==> src/rtl/pip_pkg.sv <==
// ----------------------------------------------------------------------------
// Point-in-polygon package
// Shared widths, register indexes and state types for the crossing table.
// ----------------------------------------------------------------------------
package pip_pkg;

    localparam int COORD_W   = 32;
    localparam int SLOT_W    = 6;
    localparam int SLOT_SPAN = 1 << SLOT_W;
    localparam int QUO_STEPS = 32;
    localparam int CFG_IDX_W = 1;

    localparam logic [CFG_IDX_W-1:0] REG_QUERY_LAT = 1'b0;
    localparam logic [CFG_IDX_W-1:0] REG_QUERY_LON = 1'b1;

    localparam logic MODE_SEGMENT = 1'b0;
    localparam logic MODE_CLEAR   = 1'b1;

    typedef enum logic [1:0] {
        S_IDLE,
        S_PREP,
        S_WAIT,
        S_FIN
    } top_state_t;

    typedef enum logic [1:0] {
        D_IDLE,
        D_MUL,
        D_ITER
    } div_state_t;

    typedef struct packed {
        logic                toggle;
        logic                hit;
        logic                need_div;
        logic                lat_neg;
    } seg_class_t;

endpackage

==> src/rtl/pip_ram.sv <==
// ----------------------------------------------------------------------------
// Generic RAM
// Single write port, single read port, registered read data.
// ----------------------------------------------------------------------------
module pip_ram #(
    parameter int WIDTH = 2,
    parameter int DEPTH = 64
) (
    input  logic                     clk,
    input  logic                     we,
    input  logic [$clog2(DEPTH)-1:0] waddr,
    input  logic [WIDTH-1:0]         wdata,
    input  logic [$clog2(DEPTH)-1:0] raddr,
    output logic [WIDTH-1:0]         rdata
);

    logic [WIDTH-1:0] mem [DEPTH];
    logic [WIDTH-1:0] rdata_reg;

    always_ff @(posedge clk)
    begin
        if (we)
        begin
            mem[waddr] <= wdata;
        end
        rdata_reg <= mem[raddr];
    end

    assign rdata = rdata_reg;

endmodule

==> src/rtl/pip_divider.sv <==
// ----------------------------------------------------------------------------
// Interpolation divider
// Multiplies magnitude by offset once, then restores one quotient bit a cycle.
// ----------------------------------------------------------------------------
module pip_divider
    import pip_pkg::*;
(
    input  logic               clk,
    input  logic               rst_n,
    input  logic               go,
    input  logic [COORD_W-1:0] mag,
    input  logic [COORD_W-1:0] off,
    input  logic [COORD_W-1:0] span,
    output logic               done,
    output logic [COORD_W-1:0] quotient
);

    localparam int CNT_W = $clog2(QUO_STEPS);

    div_state_t           state_reg;
    div_state_t           state_next;
    logic [CNT_W-1:0]     cnt_reg;
    logic [COORD_W-1:0]   rem_reg;
    logic [COORD_W-1:0]   low_reg;
    logic                 done_reg;
    logic [2*COORD_W-1:0] product;
    logic [COORD_W:0]     trial;
    logic                 fits;
    logic                 last_step;

    assign product   = mag * off;
    assign trial     = {rem_reg, low_reg[COORD_W-1]};
    assign fits      = trial >= {1'b0, span};
    assign last_step = cnt_reg == CNT_W'(QUO_STEPS - 1);

    always_comb
    begin
        state_next = state_reg;
        unique case (state_reg)
            D_IDLE:
            begin
                if (go)
                begin
                    state_next = D_MUL;
                end
            end
            D_MUL:
            begin
                state_next = D_ITER;
            end
            D_ITER:
            begin
                if (last_step)
                begin
                    state_next = D_IDLE;
                end
            end
            default:
            begin
                state_next = D_IDLE;
            end
        endcase
    end

    always_ff @(posedge clk or negedge rst_n)
    begin
        if (!rst_n)
        begin
            state_reg <= D_IDLE;
            cnt_reg   <= '0;
            done_reg  <= 1'b0;
        end
        else
        begin
            state_reg <= state_next;
            done_reg  <= (state_reg == D_ITER) && last_step;
            if (state_reg == D_ITER)
            begin
                cnt_reg <= cnt_reg + 1'b1;
            end
            else
            begin
                cnt_reg <= '0;
            end
        end
    end

    always_ff @(posedge clk)
    begin
        if (state_reg == D_MUL)
        begin
            rem_reg <= product[2*COORD_W-1:COORD_W];
            low_reg <= product[COORD_W-1:0];
        end
        else if (state_reg == D_ITER)
        begin
            rem_reg <= fits ? COORD_W'(trial - {1'b0, span}) : trial[COORD_W-1:0];
            low_reg <= {low_reg[COORD_W-2:0], fits};
        end
    end

    assign done     = done_reg;
    assign quotient = low_reg;

endmodule

==> src/rtl/point_in_polygon_crossing_table_top.sv <==
// ----------------------------------------------------------------------------
// Point-in-polygon crossing table
// Tracks crossing parity and border marks per area slot for one query point.
// ----------------------------------------------------------------------------
// Items needing no interpolation pass from start through the prep and finish
//   states to done; when the segment straddles the query latitude the divider
//   (one multiply plus 32 restoring divide steps) runs in a wait state between.
// One item at a time: a new start is taken only when idle; busy stays high until done.
// Results are strobed for one cycle on done and cannot be stalled.
// Reset clears the query point and all parity and border marks at once.
module point_in_polygon_crossing_table_top
    import pip_pkg::*;
#(
    parameter int unsigned AREA_SLOTS = 64
) (
    input  logic                      clk,
    input  logic                      rst_n,
    input  logic                      cfg_we,
    input  logic [CFG_IDX_W-1:0]      cfg_index,
    input  logic [COORD_W-1:0]        cfg_data,
    input  logic                      start,
    output logic                      busy,
    input  logic                      mode,
    input  logic [SLOT_W-1:0]         area_slot,
    input  logic signed [COORD_W-1:0] west_lon,
    input  logic signed [COORD_W-1:0] west_lat,
    input  logic signed [COORD_W-1:0] east_lon,
    input  logic signed [COORD_W-1:0] east_lat,
    output logic                      done,
    output logic [SLOT_W-1:0]         slot_out,
    output logic                      crossing_parity,
    output logic                      on_border,
    output logic                      in_area
);

    localparam int DEPTH  = (AREA_SLOTS < SLOT_SPAN) ? AREA_SLOTS : SLOT_SPAN;
    localparam int ADDR_W = $clog2(DEPTH);

    top_state_t                state_reg;
    top_state_t                state_next;
    logic signed [COORD_W-1:0] query_lat_reg;
    logic signed [COORD_W-1:0] query_lon_reg;
    logic                      mode_reg;
    logic [SLOT_W-1:0]         slot_reg;
    logic signed [COORD_W-1:0] wlon_reg;
    logic signed [COORD_W-1:0] wlat_reg;
    logic signed [COORD_W-1:0] elon_reg;
    logic signed [COORD_W-1:0] elat_reg;
    seg_class_t                cls_reg;
    seg_class_t                cls_next;
    logic [COORD_W-1:0]        mag_reg;
    logic [COORD_W-1:0]        off_reg;
    logic [COORD_W-1:0]        span_reg;
    logic [DEPTH-1:0]          valid_reg;
    logic                      done_reg;
    logic [SLOT_W-1:0]         slot_out_reg;
    logic                      parity_out_reg;
    logic                      border_out_reg;

    logic                      accept;
    logic                      in_range;
    logic                      active;
    logic                      div_go;
    logic                      div_done;
    logic [COORD_W-1:0]        quotient;
    logic [ADDR_W-1:0]         addr;
    logic [1:0]                ram_rdata;
    logic [1:0]                entry;
    logic                      ram_we;
    logic [1:0]                ram_wdata;
    logic                      fin;
    logic signed [COORD_W:0]   dlat;
    logic [COORD_W:0]          mag_wide;
    logic [COORD_W:0]          off_wide;
    logic [COORD_W:0]          span_wide;
    logic signed [COORD_W+1:0] interp;
    logic signed [COORD_W+1:0] lat_wide;
    logic                      toggle;
    logic                      hit;
    logic                      new_parity;
    logic                      new_border;

    assign accept   = start && !busy;
    assign in_range = 32'(slot_reg) < AREA_SLOTS;
    assign active   = (mode_reg == MODE_SEGMENT) && in_range;
    assign addr     = slot_reg[ADDR_W-1:0];

    // Classify the segment against the query point.
    always_comb
    begin
        cls_next = '0;
        if (elon_reg > query_lon_reg)
        begin
            if (wlon_reg < query_lon_reg)
            begin
                if (wlat_reg < query_lat_reg && elat_reg < query_lat_reg)
                begin
                    cls_next.toggle = 1'b1;
                end
                else if (wlat_reg < query_lat_reg || elat_reg < query_lat_reg)
                begin
                    cls_next.need_div = 1'b1;
                end
                else if (wlat_reg == query_lat_reg && elat_reg == query_lat_reg)
                begin
                    cls_next.hit = 1'b1;
                end
            end
            else if (wlon_reg == query_lon_reg)
            begin
                if (wlat_reg < query_lat_reg)
                begin
                    cls_next.toggle = 1'b1;
                end
                else if (wlat_reg == query_lat_reg)
                begin
                    cls_next.hit = 1'b1;
                end
            end
        end
        else if (elon_reg == query_lon_reg)
        begin
            if (elat_reg == query_lat_reg)
            begin
                cls_next.hit = 1'b1;
            end
            else if (wlon_reg == elon_reg)
            begin
                if ((wlat_reg <= query_lat_reg && query_lat_reg <= elat_reg) ||
                    (elat_reg <= query_lat_reg && query_lat_reg <= wlat_reg))
                begin
                    cls_next.hit = 1'b1;
                end
            end
        end
        cls_next.lat_neg = dlat[COORD_W];
    end

    assign dlat      = {elat_reg[COORD_W-1], elat_reg} - {wlat_reg[COORD_W-1], wlat_reg};
    assign mag_wide  = dlat[COORD_W] ? (COORD_W+1)'(-dlat) : dlat;
    assign off_wide  = {query_lon_reg[COORD_W-1], query_lon_reg}
                       - {wlon_reg[COORD_W-1], wlon_reg};
    assign span_wide = {elon_reg[COORD_W-1], elon_reg} - {wlon_reg[COORD_W-1], wlon_reg};

    assign interp   = cls_reg.lat_neg
                      ? {{2{wlat_reg[COORD_W-1]}}, wlat_reg} - {2'b00, quotient}
                      : {{2{wlat_reg[COORD_W-1]}}, wlat_reg} + {2'b00, quotient};
    assign lat_wide = {{2{query_lat_reg[COORD_W-1]}}, query_lat_reg};

    assign toggle = cls_reg.toggle || (cls_reg.need_div && interp < lat_wide);
    assign hit    = cls_reg.hit || (cls_reg.need_div && interp == lat_wide);

    assign entry      = valid_reg[addr] ? ram_rdata : 2'b00;
    assign new_parity = entry[0] ^ toggle;
    assign new_border = entry[1] | hit;
    assign ram_wdata  = {new_border, new_parity};

    always_comb
    begin
        state_next = state_reg;
        unique case (state_reg)
            S_IDLE:
            begin
                if (accept)
                begin
                    state_next = S_PREP;
                end
            end
            S_PREP:
            begin
                if (active && cls_next.need_div)
                begin
                    state_next = S_WAIT;
                end
                else
                begin
                    state_next = S_FIN;
                end
            end
            S_WAIT:
            begin
                if (div_done)
                begin
                    state_next = S_FIN;
                end
            end
            S_FIN:
            begin
                state_next = S_IDLE;
            end
            default:
            begin
                state_next = S_IDLE;
            end
        endcase
    end

    always_comb
    begin
        div_go = 1'b0;
        fin    = 1'b0;
        ram_we = 1'b0;
        unique case (state_reg)
            S_IDLE:
            begin
            end
            S_PREP:
            begin
                div_go = active && cls_next.need_div;
            end
            S_WAIT:
            begin
            end
            S_FIN:
            begin
                fin    = 1'b1;
                ram_we = active;
            end
            default:
            begin
            end
        endcase
    end

    always_ff @(posedge clk or negedge rst_n)
    begin
        if (!rst_n)
        begin
            state_reg     <= S_IDLE;
            query_lat_reg <= '0;
            query_lon_reg <= '0;
            valid_reg     <= '0;
            done_reg      <= 1'b0;
        end
        else
        begin
            state_reg <= state_next;
            done_reg  <= fin;
            if (cfg_we)
            begin
                unique case (cfg_index)
                    REG_QUERY_LAT: query_lat_reg <= cfg_data;
                    REG_QUERY_LON: query_lon_reg <= cfg_data;
                    default:
                    begin
                    end
                endcase
            end
            if (fin && mode_reg == MODE_CLEAR)
            begin
                valid_reg <= '0;
            end
            else if (ram_we)
            begin
                valid_reg[addr] <= 1'b1;
            end
        end
    end

    always_ff @(posedge clk)
    begin
        if (accept)
        begin
            mode_reg <= mode;
            slot_reg <= area_slot;
            wlon_reg <= west_lon;
            wlat_reg <= west_lat;
            elon_reg <= east_lon;
            elat_reg <= east_lat;
        end
        if (state_reg == S_PREP)
        begin
            cls_reg  <= cls_next;
            mag_reg  <= mag_wide[COORD_W-1:0];
            off_reg  <= off_wide[COORD_W-1:0];
            span_reg <= span_wide[COORD_W-1:0];
        end
        if (fin)
        begin
            slot_out_reg   <= slot_reg;
            parity_out_reg <= active && new_parity;
            border_out_reg <= active && new_border;
        end
    end

    pip_divider u_divider (
        .clk      (clk),
        .rst_n    (rst_n),
        .go       (div_go),
        .mag      (mag_reg),
        .off      (off_reg),
        .span     (span_reg),
        .done     (div_done),
        .quotient (quotient)
    );

    pip_ram #(
        .WIDTH (2),
        .DEPTH (DEPTH)
    ) u_marks (
        .clk   (clk),
        .we    (ram_we),
        .waddr (addr),
        .wdata (ram_wdata),
        .raddr (addr),
        .rdata (ram_rdata)
    );

    assign busy            = state_reg != S_IDLE;
    assign done            = done_reg;
    assign slot_out        = slot_out_reg;
    assign crossing_parity = parity_out_reg;
    assign on_border       = border_out_reg;
    assign in_area         = parity_out_reg || border_out_reg;

`ifndef SYNTH
    a_done_pulse: assert property (@(posedge clk) disable iff (!rst_n)
        done |=> !done)
        else $error("done held for more than one cycle");

    a_accept_busy: assert property (@(posedge clk) disable iff (!rst_n)
        (start && !busy) |=> busy)
        else $error("transfer accepted without going busy");

    a_done_idle: assert property (@(posedge clk) disable iff (!rst_n)
        done |-> !busy)
        else $error("result strobed while still busy");

    a_div_wait: assert property (@(posedge clk) disable iff (!rst_n)
        div_done |-> (state_reg == S_WAIT))
        else $error("divider finished outside the wait state");
`endif

endmodule

==> config.mk <==
export PLATFORM = sky130hd
export DESIGN_NAME = point_in_polygon_crossing_table_top
export DESIGN_NICKNAME = d
export VERILOG_FILES = /design/src/rtl/pip_pkg.sv /design/src/rtl/pip_ram.sv /design/src/rtl/pip_divider.sv /design/src/rtl/point_in_polygon_crossing_table_top.sv
export SDC_FILE = /design/constraint.sdc
export NUM_CORES = 2
export LEC_CHECK = 0
export ABC_AREA = 1
export BUFFER_PORTS_ARGS = -buffer_cell sky130_fd_sc_hd__buf_2
export CORE_ASPECT_RATIO = 0.7
export CORE_MARGIN = 2
export CORE_UTILIZATION = 55
export DETAILED_ROUTE_END_ITERATION = 8
export HOLD_SLACK_MARGIN = 0.05
export PLACE_DENSITY = 0.72
export SETUP_SLACK_MARGIN = 0.02
export SLEW_MARGIN = 40
export SYNTH_ARGS = -nofsm -noshare
export SYNTH_HDL_FRONTEND = slang
export SYNTH_SLANG_ARGS = --single-unit
==> constraint.sdc <==
create_clock -name clk -period 13.6 [get_ports clk]
set_input_delay 4.08 -clock clk [delete_from_list [all_inputs] [get_ports clk]]
set_output_delay 4.08 -clock clk [all_outputs]
set_load 0.05 [all_outputs]
==> reports/results.env <==
STATUS='finished, final reports clean'
HOLD_END='u_divider.cnt_reg[0]$_DFF_PN0_'
STARTPOINT='off_reg[23]$_DFFE_PP_'
DPL.CELL_COUNT=10400
GRT_START_MAX_NET_PINS=78
DIE_W_UM=432
FINALCRITPERIODSHARE_PCT=60.1
NUMBER_OF_ANTENNA_VIOLATIONS_AT_THE_FIRST_CHECK_IN_GLOBAL_ROUTING=1
FIN_CELLS=10500
DRCVIOLATIONCOUNT=0
ASYNCSETRESETFLOPFRACSYNTH_PCT=24.1
YS.FLOP_TYPE='sky130_fd_sc_hd__edfxtp_1'
MIN-DELAY-PATH-CLASS='reg2reg'
CRIT_FANOUT=20
DIE_AREA_UM2=131000
WORSTHOLDPATHCELLS=1
SYN-CELL-AREA_UM2=70600
DRT_ITER0_MARKERS=6223
HTREEDEPTH=2
DRIVE_ABOVE_1_SHARE_PCT=5.17
YS.WARNINGS.COUNT=0
POST_SYNTH_EDFFS=435
NFILLCELLS=11400
GP_ROUTABILITY_CONGESTION=1.04
CRITICAL_PATH.ENDPOINT_TYPE='flip-flop'
GLOBALROUTEOVERFLOWTOTAL=0
WIRE_LENGTH_OF_THE_FIRST_GLOBAL_ROUTING_PASS_UM=333000
TIMING.CRITICAL_PATH.SLOWEST_CELL_DELAY_PS=720
ROUTED_WIRELENGTH_UM=212000
CPMOSTUSEDCELL='sky130_fd_sc_hd__fa_1'
GR-USAGE-ALL-LAYERS_PCT=32.7
CTS_ROOT_BUFFER='sky130_fd_sc_hd__clkbuf_16'
TRITONCTS='yes'
DR.PASS1.ITERS=9
MIN-DELAY-START='u_divider.cnt_reg[0]$_DFF_PN0_'
NATURE_OF_THE_CRITICAL_PATH_STARTPOINT='flip-flop'
WORST_SETUP_HOLD_PATH_CLK_SLEW_PS=70
VIA_COUNT_OF_THE_FIRST_GLOBAL_ROUTING_PASS=57700
FINAL.SETUP_SKEW_PS=67.4
POST_DRT_WL_PER_CELL_UM=20.3
TIMING.SETUP.CRITICAL_PATH_CLASS='reg2reg'
FINALSETUPTNS_PS=0
MAX-SLEW-MARGIN-REL_PCT=34.0
MULTIPLEXER_SHARE_OF_THE_SYNTHESIZED_AREA_PCT=0
ACTUAL_SLEW_AT_THE_WORST_MAX_SLEW_PIN_PS=981
CTS.SINK_COUNT=576
SYNTH_SEQ_CELLS=576
EFFECTIVE_UTILIZATION_AT_FLOORPLAN_PCT=55.6
MAXCLOCKFREQUENCY_MHz=122
TIMING.FINAL.SETUP_VIOLATIONS=0
CTS_POST_SETUP_BUFFERS_INSERTED=0
CTS.REPAIR.RESIZED=0
CRITICAL-PATH-TOP-DELAY-FAMILY='adder cells'
SYNTH.NET_COUNT=10300
SYNTH_TOP_FAMILY_BY_AREA='adder cells'
STD_CELL_ROWS=109
SYN-INSTANCE-COUNT=8698
R2R-START='off_reg[23]$_DFFE_PP_'
DATA_REQUIRED_TIME_OF_THE_WORST_PATH_PS=14040
FLOORPLAN.DIE.HEIGHT_UM=304
FINAL_PERIOD_MINUS_WORST_SETUP_SLACK_PS=8180
NUMCTSBUFFERS=55
RR_WORST_DEPTH=23
WORST_EP_ARRIVAL_TIME_PS=8620
WORST-R2R-SETUP-SLACK_PS=5420
YOSYSSEQAREASHARE_PCT=23.5
HPWL_UM=172000
REGTOREGENDPOINT='u_divider.rem_reg[19]$_DFFE_PP_'
IO_BUFFER_COUNT=182
SYNTH_XOR_XNOR_AREA_SHARE_PCT=2.68
AREA_OVERHEAD_VS_SYNTH_PCT=6.33
WORSTSKEWPAIRLATENCY_PS=680
DRT.ANTENNA.VIOLATING_NETS=0
CAP_VIOLATIONS=0
LARGEST_REG_FLOPS=128
SYNTH-SIMPLE-AREA-SHARE_PCT=17.7
CTS-HOLD-FIX-BUFFERS=0
CRITICAL_PATH.N_BUFFERS_INVERTERS=4
SLOWEST_STAGE='sky130_fd_sc_hd__edfxtp_1'
COMPOUND_CELL_AREA_SHARE_OF_THE_YOSYS_NETLIST_PCT=7.24
SYNTH_AREA_PER_CELL_UM2=8.11
GRT_SETUP_UNREPAIRED='no'
YOSYSUNIQUECELLTYPES=60
CRIT_CHAIN='buf_4, nand2_1, fa_1, inv_1, fa_1, fa_1, fa_1, fa_1, fa_1, fa_1, inv_1, fa_1, inv_1, ha_1, a21oi_1, o21ai_0, a21oi_1, o21ai_0, a21oi_1, o21ai_0, xor2_1, nand2_1, nand2_1'
CLOCKBUFFERDEPTH=3
ROUTE.DETAILED.VIAS_PER_INST=5.55
FINAL_NET_COUNT=10400
CORE_UM2=127000
SYNTH-ADDER-AREA-SHARE_PCT=35.6
PIN_COUNT=183
HOLDWS_PS=477
REPORT.FINAL.HOLD_VIOL_COUNT=0
NUM_VIAS=58000
SLEW_VIOL_FINAL=0
## placed cells by master, fill, tap and decap left out, types with 8 or more instances in the layout
cell type,n
sky130_fd_sc_hd__o21ai_0,279
sky130_fd_sc_hd__edfxtp_1,435
sky130_fd_sc_hd__o211ai_1,12
sky130_fd_sc_hd__a31oi_1,33
sky130_fd_sc_hd__nand4_1,69
sky130_fd_sc_hd__clkbuf_16,56
sky130_fd_sc_hd__buf_4,74
sky130_fd_sc_hd__ha_1,564
sky130_fd_sc_hd__nand2_1,2127
sky130_fd_sc_hd__clkinv_2,8
sky130_fd_sc_hd__o22ai_1,73
sky130_fd_sc_hd__or2_2,10
sky130_fd_sc_hd__a21o_1,25
sky130_fd_sc_hd__a21oi_1,333
sky130_fd_sc_hd__fa_1,901
sky130_fd_sc_hd__nand3b_1,44
sky130_fd_sc_hd__nor4_1,15
sky130_fd_sc_hd__o2111ai_1,9
sky130_fd_sc_hd__a22oi_1,26
sky130_fd_sc_hd__dfrtp_1,139
sky130_fd_sc_hd__nor3_1,51
sky130_fd_sc_hd__inv_1,2181
sky130_fd_sc_hd__xnor2_1,87
sky130_fd_sc_hd__xor2_1,125
sky130_fd_sc_hd__o21ai_1,13
sky130_fd_sc_hd__a211oi_1,9
sky130_fd_sc_hd__o21a_1,19
sky130_fd_sc_hd__inv_2,26
sky130_fd_sc_hd__nand2_2,24
sky130_fd_sc_hd__clkbuf_1,13
sky130_fd_sc_hd__nor2_1,463
sky130_fd_sc_hd__buf_2,181
sky130_fd_sc_hd__o21bai_1,16
sky130_fd_sc_hd__a21boi_0,8
sky130_fd_sc_hd__nor2_2,9
sky130_fd_sc_hd__a221oi_1,18
sky130_fd_sc_hd__nand2_4,8
sky130_fd_sc_hd__nand3_1,212
## through the flow
step	cell area, um2	setup WS [ps]	utilization [%]
after CTS	75000	5660	59.1
after global placement	73100	5770	57.7
after global routing	75000	5290	59.2
after floorplan	70600	6390	-
after detailed placement	73200	5710	57.7
final	75000	5420	59.2
## cells by family (layout without fill, tap and decap cells)
logic type / after synthesis / count (layout)
AND/OR/NAND/NOR: 3066 / 3066
buffers and inverters: 2477 / 2574
adder cells (fa/ha/maj): 1468 / 1468
AO/OA/AOI/OAI: 897 / 897
flip-flops: 576 / 576
XOR/XNOR: 214 / 214
other: 0 / 2
## worst max path at each step
stage                     slack [ps]  depth (start not counted)                         endpoint
after floorplan                 6390                          2                addr[0]$_DFFE_PP_
after global placement          5770                         23  u_divider.rem_reg[19]$_DFFE_PP_
after detailed placement        5710                         23  u_divider.rem_reg[19]$_DFFE_PP_
after CTS                       5660                         23  u_divider.rem_reg[19]$_DFFE_PP_
after global routing            5290                         23  u_divider.rem_reg[19]$_DFFE_PP_
final                           5420                         23  u_divider.rem_reg[19]$_DFFE_PP_
## synthesized netlist by cell type (all sizes together) (69+ instances only)
master  number  area share (%)
inv       2208              12
nand2     2159              12
fa         901              26
ha         567              10
nor2       478             2.6
edfxtp     435              19
a21oi      335             2.4
o21ai      292             2.1
clkbuf     245             1.3
nand3      219             1.6
dfrtp      139             4.9
xor2       126             1.6
xnor2       88             1.1
o22ai       73            0.65
nand4       69            0.61
## metal layers
metal | vias up | share of wire, % | global-route usage, %
met5 | - | 0 | 0
met4 | 0 | 3.2 | 9.00
met3 | 283 | 11 | 6.29
met2 | 2831 | 42 | 47.7
met1 | 28400 | 44 | 49.5
li1 | 26600 | - | -
## layout make-up
| type | count | area [um2] | share of cell area [%] |
|---|---|---|---|
| repair buffers | 259 | 1510 | 2.01 |
| diodes | 2 | 5.00 | 0.00667 |
| well taps | 1665 | 2080 | 2.78 |
| multi-input cells | 5645 | 44700 | 59.6 |
| inverters | 2211 | 8300 | 11.1 |
| clock inverters | 29 | 319 | 0.425 |
| flip-flops and latches | 576 | 16600 | 22.1 |
| clock buffers | 75 | 1530 | 2.04 |
Power is not shown: default switching activity piles up to over one toggle a cycle in this logic, so the estimate is an artifact.
